<file path="config.mk">
export PLATFORM = sky130hd
export DESIGN_NAME = msb_first_bit_field_packer_unit_flat
export DESIGN_NICKNAME = d
export VERILOG_FILES = /design/src/rtl/mfbp_pkg.sv /design/src/rtl/mfbp_if.sv /design/src/rtl/mfbp_front.sv /design/src/rtl/mfbp_queue.sv /design/src/rtl/mfbp_back.sv /design/src/rtl/msb_first_bit_field_packer_unit.sv /design/src/flat_wrapper.sv
export SDC_FILE = /design/constraint.sdc
export NUM_CORES = 1
export LEC_CHECK = 0
export BUFFER_PORTS_ARGS = -buffer_cell sky130_fd_sc_hd__clkbuf_2
export CAP_MARGIN = 30
export CELL_PAD_IN_SITES_DETAIL_PLACEMENT = 1
export CELL_PAD_IN_SITES_GLOBAL_PLACEMENT = 1
export CORE_ASPECT_RATIO = 1.4
export CORE_MARGIN = 2
export CORE_UTILIZATION = 54
export DETAILED_ROUTE_END_ITERATION = 10
export PLACE_DENSITY = 0.82
export SETUP_SLACK_MARGIN = 0.05
export SLEW_MARGIN = 20
export SYNTH_ARGS = -nofsm -noshare
export SYNTH_HDL_FRONTEND = slang
export SYNTH_SLANG_ARGS = --single-unit
</file>
<file path="constraint.sdc">
create_clock -name clk -period 15.35 [get_ports clk]
set_clock_uncertainty 0.2 [all_clocks]
set_input_delay 3.8375 -clock clk [delete_from_list [all_inputs] [get_ports clk]]
set_output_delay 3.8375 -clock clk [all_outputs]
set_load 0.05 [all_outputs]
</file>
<file path="src/rtl/mfbp_pkg.sv">
// Package for the MSB-first bit-field packer: widths, item kind codes and the
// command word passed from the front end to the back end. No dependencies.
package mfbp_pkg;

	// Field widths of the item and result channels
	localparam int KIND_W  = 2;
	localparam int VALUE_W = 32;
	localparam int WIDTH_W = 6;
	localparam int BYTE_W  = 8;
	localparam int POS_W   = 3;

	// Widest bit field accepted; larger counts saturate
	localparam int MAX_FIELD_BITS = 32;
	localparam int FIELD_LIMIT    = (MAX_FIELD_BITS < VALUE_W) ? MAX_FIELD_BITS : VALUE_W;

	// Most bytes written by one little-endian item
	localparam int MAX_LE_BYTES = VALUE_W / BYTE_W;
	localparam int NBYTES_W     = $clog2(MAX_LE_BYTES + 1);

	// Bit accumulator in the back end: partial byte plus one full value
	localparam int ACC_W = VALUE_W + BYTE_W;
	localparam int TOT_W = $clog2(ACC_W + 1);

	// Default depth of the command queue between front and back end
	localparam int QUEUE_DEPTH = 2;

	// Item kinds
	localparam logic [KIND_W-1:0] KIND_UNSIGNED = 2'd0;
	localparam logic [KIND_W-1:0] KIND_SIGNED   = 2'd1;
	localparam logic [KIND_W-1:0] KIND_ALIGN    = 2'd2;
	localparam logic [KIND_W-1:0] KIND_LE_BYTES = 2'd3;

	// Command: bits to append, left aligned, with an optional flush first
	typedef struct packed {
		logic               flush;
		logic [VALUE_W-1:0] data;
		logic [WIDTH_W-1:0] bits;
	} cmd_t;

endpackage

</file>
<file path="src/rtl/mfbp_if.sv">
// Channel interfaces of the bit-field packer: item input and byte result.
// Depends on mfbp_pkg for the field widths.
interface mfbp_item_if;
	import mfbp_pkg::*;

	logic               valid;
	logic               ready;
	logic [KIND_W-1:0]  kind;
	logic [VALUE_W-1:0] field_value;
	logic [WIDTH_W-1:0] field_width;

	modport source (output valid, kind, field_value, field_width, input ready);
	modport sink   (input valid, kind, field_value, field_width, output ready);
endinterface

interface mfbp_result_if;
	import mfbp_pkg::*;

	logic              valid;
	logic              ready;
	logic [BYTE_W-1:0] byte_out;
	logic              last;

	modport source (output valid, byte_out, last, input ready);
	modport sink   (input valid, byte_out, last, output ready);
endinterface

</file>
<file path="src/rtl/mfbp_front.sv">
// Front end of the bit-field packer: decodes an item into a command word.
// Depends on mfbp_pkg and mfbp_if.
module mfbp_front (
	mfbp_item_if.sink          item,
	output logic               cmd_valid,
	input  logic               cmd_ready,
	output mfbp_pkg::cmd_t     cmd
);
	import mfbp_pkg::*;

	logic [WIDTH_W-1:0]  w_eff;
	logic [VALUE_W-1:0]  left;
	logic [VALUE_W-1:0]  swapped;
	logic [VALUE_W-1:0]  keep;
	logic [NBYTES_W-1:0] n_bytes;
	logic [WIDTH_W-1:0]  le_bits;
	logic                is_bits;
	logic                drop;

	// Bit fields: saturate the count and left-align the value
	always_comb begin
		w_eff = (item.field_width > WIDTH_W'(FIELD_LIMIT)) ? WIDTH_W'(FIELD_LIMIT)
			: item.field_width;
		left = item.field_value << (WIDTH_W'(VALUE_W) - w_eff);
		// signed kind forces the top written bit when the value is negative
		if (item.kind == KIND_SIGNED) begin
			left[VALUE_W-1] = left[VALUE_W-1] | item.field_value[VALUE_W-1];
		end
	end

	// Little-endian bytes: low byte goes out first, so it lands on top
	always_comb begin
		for (int i = 0; i < MAX_LE_BYTES; i++) begin
			swapped[VALUE_W-1-BYTE_W*i -: BYTE_W] = item.field_value[BYTE_W*i +: BYTE_W];
		end
		if (item.kind == KIND_ALIGN) begin
			n_bytes = '0;
		end else if (item.field_width > WIDTH_W'(MAX_LE_BYTES)) begin
			n_bytes = NBYTES_W'(MAX_LE_BYTES);
		end else begin
			n_bytes = NBYTES_W'(item.field_width);
		end
		le_bits = WIDTH_W'(n_bytes) << $clog2(BYTE_W);
		// keep only the bytes written, so nothing leaks into the partial byte
		keep = ~({VALUE_W{1'b1}} >> le_bits);
	end

	// Command word
	always_comb begin
		is_bits = (item.kind == KIND_UNSIGNED) || (item.kind == KIND_SIGNED);
		if (is_bits) begin
			cmd.flush = 1'b0;
			cmd.data  = left;
			cmd.bits  = w_eff;
		end else begin
			cmd.flush = 1'b1;
			cmd.data  = swapped & keep;
			cmd.bits  = le_bits;
		end
		// an empty bit field changes nothing
		drop = is_bits && (w_eff == '0);
	end

	assign cmd_valid  = item.valid && !drop;
	assign item.ready = cmd_ready;

endmodule

</file>
<file path="src/rtl/mfbp_queue.sv">
// Short command queue between the packer's front and back ends.
// Depends on mfbp_pkg for the command type.
module mfbp_queue #(
	parameter int DEPTH = mfbp_pkg::QUEUE_DEPTH
) (
	input  logic           clk,
	input  logic           arst_n,
	input  logic           push_valid,
	output logic           push_ready,
	input  mfbp_pkg::cmd_t push_data,
	output logic           pop_valid,
	input  logic           pop_ready,
	output mfbp_pkg::cmd_t pop_data
);
	import mfbp_pkg::*;

	localparam int PTR_W = (DEPTH > 1) ? $clog2(DEPTH) : 1;
	localparam int CNT_W = $clog2(DEPTH + 1);

	cmd_t             entry_q [DEPTH];
	logic [PTR_W-1:0] wr_ptr_q;
	logic [PTR_W-1:0] rd_ptr_q;
	logic [CNT_W-1:0] count_q;
	logic             do_push;
	logic             do_pop;

	assign push_ready = (count_q != CNT_W'(DEPTH));
	assign pop_valid  = (count_q != '0);
	assign pop_data   = entry_q[rd_ptr_q];
	assign do_push    = push_valid && push_ready;
	assign do_pop     = pop_valid && pop_ready;

	// Pointers and fill count
	always_ff @(posedge clk or negedge arst_n) begin
		if (!arst_n) begin
			wr_ptr_q <= '0;
			rd_ptr_q <= '0;
			count_q  <= '0;
		end else begin
			if (do_push) begin
				wr_ptr_q <= (wr_ptr_q == PTR_W'(DEPTH - 1)) ? '0 : wr_ptr_q + 1'b1;
			end
			if (do_pop) begin
				rd_ptr_q <= (rd_ptr_q == PTR_W'(DEPTH - 1)) ? '0 : rd_ptr_q + 1'b1;
			end
			if (do_push && !do_pop) begin
				count_q <= count_q + 1'b1;
			end else if (do_pop && !do_push) begin
				count_q <= count_q - 1'b1;
			end
		end
	end

	// Entry storage
	always_ff @(posedge clk) begin
		if (do_push) begin
			entry_q[wr_ptr_q] <= push_data;
		end
	end

endmodule

</file>
<file path="src/rtl/mfbp_back.sv">
// Back end of the bit-field packer: merges commands into the partial byte and sends
// completed bytes one per cycle while result is ready. Depends on mfbp_pkg and mfbp_if.
module mfbp_back (
	input  logic           clk,
	input  logic           arst_n,
	input  logic           pop_valid,
	output logic           pop_ready,
	input  mfbp_pkg::cmd_t cmd,
	mfbp_result_if.source  result
);
	import mfbp_pkg::*;

	logic               busy_q;
	logic [ACC_W-1:0]   acc_q;
	logic [TOT_W-1:0]   tot_q;
	logic [BYTE_W-1:0]  pend_q;
	logic [POS_W-1:0]   pos_q;
	logic               out_valid_q;
	logic [BYTE_W-1:0]  out_byte_q;
	logic               out_last_q;

	logic [ACC_W-1:0]   load_acc;
	logic [TOT_W-1:0]   load_tot;
	logic [ACC_W-1:0]   cur_acc;
	logic [TOT_W-1:0]   cur_tot;
	logic [ACC_W-1:0]   next_acc;
	logic [TOT_W-1:0]   next_tot;
	logic               slot_free;
	logic               has_byte;
	logic               emit;
	logic               settle;
	logic               finishing;

	// Merge the head command behind the partial byte
	always_comb begin
		if (cmd.flush && (pos_q != '0)) begin
			// zero-filled partial byte goes out whole ahead of the data
			load_acc = {pend_q, cmd.data};
			load_tot = TOT_W'(BYTE_W) + TOT_W'(cmd.bits);
		end else begin
			load_acc = {pend_q, VALUE_W'(0)} | ({cmd.data, BYTE_W'(0)} >> pos_q);
			load_tot = TOT_W'(pos_q) + TOT_W'(cmd.bits);
		end
	end

	// Byte selection and progress
	always_comb begin
		cur_acc   = busy_q ? acc_q : load_acc;
		cur_tot   = busy_q ? tot_q : load_tot;
		next_acc  = cur_acc << BYTE_W;
		next_tot  = cur_tot - TOT_W'(BYTE_W);
		slot_free = !out_valid_q || result.ready;
		has_byte  = (cur_tot >= TOT_W'(BYTE_W));
		emit      = (busy_q || pop_valid) && has_byte && slot_free;
		settle    = !busy_q && pop_valid && !has_byte;
		finishing = (next_tot < TOT_W'(BYTE_W));
		pop_ready = !busy_q && (!has_byte || slot_free);
	end

	// Control and partial-byte state
	always_ff @(posedge clk or negedge arst_n) begin
		if (!arst_n) begin
			busy_q      <= 1'b0;
			pend_q      <= '0;
			pos_q       <= '0;
			out_valid_q <= 1'b0;
		end else begin
			if (emit) begin
				busy_q <= !finishing;
				if (finishing) begin
					pend_q <= next_acc[ACC_W-1 -: BYTE_W];
					pos_q  <= next_tot[POS_W-1:0];
				end
			end else if (settle) begin
				pend_q <= cur_acc[ACC_W-1 -: BYTE_W];
				pos_q  <= cur_tot[POS_W-1:0];
			end
			if (emit) begin
				out_valid_q <= 1'b1;
			end else if (result.ready) begin
				out_valid_q <= 1'b0;
			end
		end
	end

	// Accumulator and output payload
	always_ff @(posedge clk) begin
		if (emit) begin
			acc_q      <= next_acc;
			tot_q      <= next_tot;
			out_byte_q <= cur_acc[ACC_W-1 -: BYTE_W];
			out_last_q <= finishing;
		end
	end

	assign result.valid    = out_valid_q;
	assign result.byte_out = out_byte_q;
	assign result.last     = out_last_q;

endmodule

</file>
<file path="src/rtl/msb_first_bit_field_packer_unit.sv">
// MSB-first bit-field packer. Items append 1 to 32 bits (unsigned, or signed
// with the top written bit forced when the value is negative), flush the
// partial byte zero-filled, or flush and then write 0 to 4 bytes low byte
// first. Completed bytes leave on the result channel, last marking the final
// byte of each item; an item that completes no byte gives no result. The item
// channel takes one item per cycle while the command queue has room. The back
// end sends one byte per cycle while the result channel accepts it, and an item
// completes at most five bytes, for a flush followed by four bytes; the
// byte-wide result port sets the sustained rate. The first byte of an item
// passes through the command queue and then the output register before it is
// presented on the result channel.
// Depends on mfbp_pkg, mfbp_if, mfbp_front, mfbp_queue and mfbp_back.
module msb_first_bit_field_packer_unit #(
	parameter int QUEUE_DEPTH = mfbp_pkg::QUEUE_DEPTH
) (
	input  logic          clk,
	input  logic          arst_n,
	mfbp_item_if.sink     item,
	mfbp_result_if.source result
);
	import mfbp_pkg::*;

	logic cmd_valid;
	logic cmd_ready;
	cmd_t cmd;
	logic pop_valid;
	logic pop_ready;
	cmd_t pop_cmd;

	// Decode
	mfbp_front u_front (
		.item      (item),
		.cmd_valid (cmd_valid),
		.cmd_ready (cmd_ready),
		.cmd       (cmd)
	);

	// Decoupling queue
	mfbp_queue #(
		.DEPTH (QUEUE_DEPTH)
	) u_queue (
		.clk        (clk),
		.arst_n     (arst_n),
		.push_valid (cmd_valid),
		.push_ready (cmd_ready),
		.push_data  (cmd),
		.pop_valid  (pop_valid),
		.pop_ready  (pop_ready),
		.pop_data   (pop_cmd)
	);

	// Byte assembly and output
	mfbp_back u_back (
		.clk       (clk),
		.arst_n    (arst_n),
		.pop_valid (pop_valid),
		.pop_ready (pop_ready),
		.cmd       (pop_cmd),
		.result    (result)
	);

endmodule

</file>
<file path="src/flat_wrapper.sv">
// flat-port wrapper written by rule: the top's interface ports become plain ports
module msb_first_bit_field_packer_unit_flat import mfbp_pkg::*;
#(
	parameter int QUEUE_DEPTH = mfbp_pkg::QUEUE_DEPTH
)
  (clk, arst_n, item_valid, item_kind, item_field_value, item_field_width, item_ready, result_valid, result_byte_out, result_last, result_ready);
  mfbp_item_if item_i ();
  mfbp_result_if result_i ();
  input  logic clk;
  input  logic arst_n;
  input wire logic [$bits(item_i.valid)-1:0] item_valid;
  input wire logic [$bits(item_i.kind)-1:0] item_kind;
  input wire logic [$bits(item_i.field_value)-1:0] item_field_value;
  input wire logic [$bits(item_i.field_width)-1:0] item_field_width;
  output wire logic [$bits(item_i.ready)-1:0] item_ready;
  output wire logic [$bits(result_i.valid)-1:0] result_valid;
  output wire logic [$bits(result_i.byte_out)-1:0] result_byte_out;
  output wire logic [$bits(result_i.last)-1:0] result_last;
  input wire logic [$bits(result_i.ready)-1:0] result_ready;
  assign item_i.valid = item_valid;
  assign item_i.kind = item_kind;
  assign item_i.field_value = item_field_value;
  assign item_i.field_width = item_field_width;
  assign item_ready = item_i.ready;
  assign result_valid = result_i.valid;
  assign result_byte_out = result_i.byte_out;
  assign result_last = result_i.last;
  assign result_i.ready = result_ready;
  msb_first_bit_field_packer_unit #(.QUEUE_DEPTH(QUEUE_DEPTH)) u_core (.clk(clk), .arst_n(arst_n), .item(item_i), .result(result_i));
endmodule
</file>
==> impl_metrics.prom <==
# TYPE chip_impl_metric gauge
chip_impl_metric{name="instances_no_fill",unit=""} 1096
chip_impl_metric{name="static-leakage-power",unit="uW"} 0.003977
chip_impl_metric{name="regArea",unit="um^2"} 4182
chip_impl_metric{name="design.die.area",unit="um^2"} 18700
chip_impl_metric{name="final_layout_size_suffix_gt1_share",unit="%"} 24.42
chip_impl_metric{name="postRouteAntennaNets",unit=""} 0
chip_impl_metric{name="area_delta_synth_final",unit="%"} 10.92
chip_impl_metric{name="cts.clk_slew.worst_paths",unit="ps"} 70
chip_impl_info{name="unrepaired_setup_endpoints_after_global_routing",value="false"} 1
chip_impl_metric{name="summed_instance_area_of_the_synthesized_netlist",unit="um^2"} 9507
chip_impl_info{name="cts_tree",value="done"} 1
chip_impl_metric{name="cts_setup_buffers",unit=""} 0
chip_impl_info{name="clock_tree.root_cell",value="clkbuf_16"} 1
chip_impl_metric{name="finalInstanceArea",unit="um^2"} 10550
chip_impl_metric{name="slew_limit_fails",unit=""} 0
chip_impl_metric{name="power_density",unit="nW/um^2"} 210.9
chip_impl_metric{name="final_worst_path_setup_slack",unit="ps"} 8543
chip_impl_info{name="setup.worst_path.class",value="in2reg"} 1
chip_impl_metric{name="first_global_vias",unit=""} 7593
chip_impl_metric{name="layout_worst_path_cycle_share",unit="%"} 44.35
chip_impl_metric{name="multi_input_area",unit="um^2"} 5004
chip_impl_metric{name="grt_start_max_net_pins",unit=""} 64
chip_impl_metric{name="vias",unit=""} 7268
chip_impl_metric{name="die_h",unit="um"} 161.0
chip_impl_info{name="ys_dominant_reg_cell",value="edfxtp_1"} 1
chip_impl_metric{name="gpl_wtd_cong",unit=""} 0.9828
chip_impl_metric{name="global_route_wire_length_before_repair",unit="um"} 42510
chip_impl_metric{name="drcViolationCount",unit=""} 0
chip_impl_metric{name="synthCells",unit=""} 822
chip_impl_metric{name="synthXorXnorAreaFrac",unit="%"} 0.9213
chip_impl_metric{name="vdd_drop_max",unit="mV"} 0.09445
chip_impl_metric{name="total_inserted_antenna_cells",unit=""} 0
chip_impl_metric{name="report.final.setup_viol",unit=""} 0
chip_impl_info{name="synth_most_common_cell",value="edfxtp_1"} 1
chip_impl_metric{name="clock_insertion_delay_worst_skew",unit="ps"} 420
chip_impl_metric{name="synthesis.yosys.warnings",unit=""} 0
chip_impl_metric{name="timing.final.hold_violations",unit=""} 0
chip_impl_metric{name="clockBufferDepth",unit=""} 2
chip_impl_metric{name="clock.fmax",unit="MHz"} 146.9
chip_impl_metric{name="rows",unit=""} 57
chip_impl_metric{name="detailedRoute.firstPassIterationCount",unit=""} 5
chip_impl_info{name="min-delay-path-class",value="reg2reg"} 1
chip_impl_info{name="yosys-top-cells-count",value="125 x edfxtp_1, 109 x mux2i_1, 62 x nand2_1"} 1
chip_impl_metric{name="grt_overflow",unit=""} 0
chip_impl_metric{name="synth_compound_gate_area_share",unit="%"} 11.79
chip_impl_info{name="post-synth-top-area-cell",value="edfxtp_1"} 1
chip_impl_metric{name="crit_arrival",unit="ps"} 6740
chip_impl_metric{name="final.setup.tns",unit="ps"} 0
chip_impl_metric{name="register_area_share_after_synthesis",unit="%"} 43.96
chip_impl_info{name="synth_top_family_by_area",value="multiplexers"} 1
chip_impl_metric{name="route.detailed.wl_per_inst",unit="um"} 24.53
chip_impl_metric{name="placed_cells",unit=""} 1062
chip_impl_metric{name="antenna_found_initial",unit=""} 0
chip_impl_metric{name="core_region_area",unit="um^2"} 17330
chip_impl_metric{name="timing.max_slew.rel_slack",unit="%"} 37.70
chip_impl_metric{name="fin_nets",unit=""} 900
chip_impl_metric{name="synthAdderAreaFrac",unit="%"} 1.263
chip_impl_metric{name="worst-path-max-fanout",unit=""} 34
chip_impl_metric{name="port-buffer-count",unit=""} 54
chip_impl_metric{name="globalRouteTotalUtil",unit="%"} 29.73
chip_impl_metric{name="design.portCount",unit=""} 55
chip_impl_metric{name="synth-async-reset-ratio",unit="%"} 11.97
chip_impl_metric{name="start_util",unit="%"} 54.86
chip_impl_metric{name="layout_min_cycle_time",unit="ps"} 6807
chip_impl_metric{name="synth_fp_nets",unit=""} 875
chip_impl_metric{name="number_of_distinct_standard_cells_referenced_by_the_synthesized_netlist",unit=""} 64
chip_impl_info{name="run_status",value="complete, no violations"} 1
chip_impl_metric{name="detailedRoute.firstIterationViolations",unit=""} 506
chip_impl_metric{name="pre_cts_slack",unit="ps"} 7428
chip_impl_metric{name="synthesis.area_per_instance",unit="um^2"} 11.57
chip_impl_metric{name="post_dp_cell_area",unit="um^2"} 9936
chip_impl_metric{name="synth-seq-cells",unit=""} 142
chip_impl_info{name="worstSetupEndpointType",value="flip-flop"} 1
chip_impl_metric{name="synth_enable_flop_cells",unit=""} 125
chip_impl_metric{name="cts_hold_buf",unit=""} 0
chip_impl_metric{name="routed_wl",unit="um"} 26880
chip_impl_metric{name="post_cts_resize_count",unit=""} 0
chip_impl_metric{name="tightest_pin_transition",unit="ps"} 932.6
chip_impl_metric{name="synth_top_cell_area_share",unit="%"} 39.48
chip_impl_info{name="synth_top_cells_by_area",value="edfxtp_1 39%, mux2i_1 11%, mux4_2 9.9%, mux2_2 5.3%, dfrtp_1 4.5%"} 1
chip_impl_metric{name="clock-sinks",unit=""} 142
chip_impl_metric{name="dpl.hpwl",unit="um"} 19810
chip_impl_metric{name="mux_contribution_to_synthesized_area",unit="%"} 27.49
chip_impl_metric{name="max_cap_viol_count",unit=""} 0
chip_impl_metric{name="via_per_inst",unit=""} 6.631
chip_impl_metric{name="simple_gate_share_of_the_synthesized_area",unit="%"} 10.81
chip_impl_metric{name="num-fill-cells",unit=""} 1840
chip_impl_metric{name="cts_inserted_buffers",unit=""} 17
chip_impl_metric{name="h_tree_depth",unit=""} 4
chip_impl_metric{name="die_width",unit="um"} 116.1
chip_impl_metric{name="required",unit="ps"} 15290
chip_impl_info{name="worstSetupStartpointType",value="primary input"} 1
==> sequential cells by signal, summed over array words and instances (netlist names) <==
name                           flops
u_core.u_back.acc_q               32
u_core.u_queue.wr_ptr_q            1
u_core.u_back.result.valid         1
u_core.u_queue.entry_q            78
u_core.u_back.result.byte_out      8
u_core.u_back.pos_q                3
u_core.u_queue.rd_ptr_q            1
u_core.u_back.pend_q               8
u_core.u_back.tot_q                6
u_core.u_back.busy_q               1
u_core.u_queue.count_q             2
u_core.u_back.result.last          1
==> cells by family (layout without fill, tap and decap cells) <==
| family | after synthesis | after routing |
|---|---|---|
| flip-flops | 142 | 142 |
| AND/OR/NAND/NOR | 215 | 215 |
| buffers and inverters | 80 | 118 |
| XOR/XNOR | 10 | 10 |
| AO/OA/AOI/OAI | 165 | 165 |
| adder cells (fa/ha/maj) | 9 | 9 |
| multiplexers | 201 | 201 |
==> where the power goes <==
group          leakage (uW)  total (uW)  switching [uW]  internal (uW)
clock              0.000273         406             177            229
sequential          0.00139         678            66.2            612
combinational       0.00231        1140             699            441
==> layout make-up <==
class,count,share of cell area [%]
sequential,142,39.65
tap,236,2.800
multi-input combinational,600,47.45
clock inverter,14,1.376
clock buffer,18,4.070
timing repair buffer,71,4.117
inverter,15,0.5339
==> per-layer routing <==
layer / routed length [um] / vias up / GRT usage, % / part of all wire, %
li1: - / 3265 / - / -
met1: 10180 / 3659 / 35.04 / 38
met2: 14200 / 269 / 52.39 / 53
met3: 1083 / 75 / 3.340 / 4.0
met4: 1414 / 0 / 16.07 / 5.3
met5: 0 / - / 0 / 0
==> worst paths after layout <==
check                           slack (ps)                            end  cells after the start                      start
worst max-delay path                  8540  u_core.u_queue.entry_q[0][30]                     10        item_field_width[5]
worst min-delay path                   300      u_core.u_queue.count_q[1]                      1  u_core.u_queue.count_q[1]
worst max register to register        9720         u_core.u_back.pos_q[0]                     18    u_core.u_queue.rd_ptr_q
worst min register to register         300      u_core.u_queue.count_q[1]                      1  u_core.u_queue.count_q[1]
max in group asynchronous            11420           u_core.u_back.busy_q                      1                     arst_n
min in group asynchronous             3170      u_core.u_queue.count_q[0]                      1                     arst_n
==> worst max-delay path, stage by stage <==
cell and delay [ps]:
clkbuf_2 190, nor2b_4 280, inv_2 170, ha_1 310, buf_4 400, mux4_2 580, mux2i_1 310, a21oi_1 160
mux2i_1 300, o21ai_0 180
==> metrics by stage <==
| step | power (uW) | hold slack [ps] | util (%) |
|---|---|---|---|
| 2_1_floorplan | 1525 | 255.5 | - |
| 3_3_place_gp | 1736 | 281.0 | 57.15 |
| 3_5_place_dp | 1793 | 287.8 | 57.33 |
| 4_1_cts | 2211 | 297.1 | 60.65 |
| 5_1_grt | 2345 | 333.5 | 60.85 |
| 6_report | 2223 | 297.5 | 60.85 |
==> cell usage in the layout (no fill, tap or decap), types with 12 or more instances in the layout <==
cell type and n:
a21oi_1 31, mux2i_1 109, nand2_1 62, clkbuf_2 54, clkbuf_16 17, a211oi_1 19
mux4_2 42, a31oi_1 13, inv_1 12, nand3_1 23, a22o_1 16, edfxtp_1 125
nor2_1 56, nor3_1 15, o21ai_0 35, buf_4 13, dfrtp_1 15, mux2_2 45
Note: power is estimated with default switching activity, not from simulation.
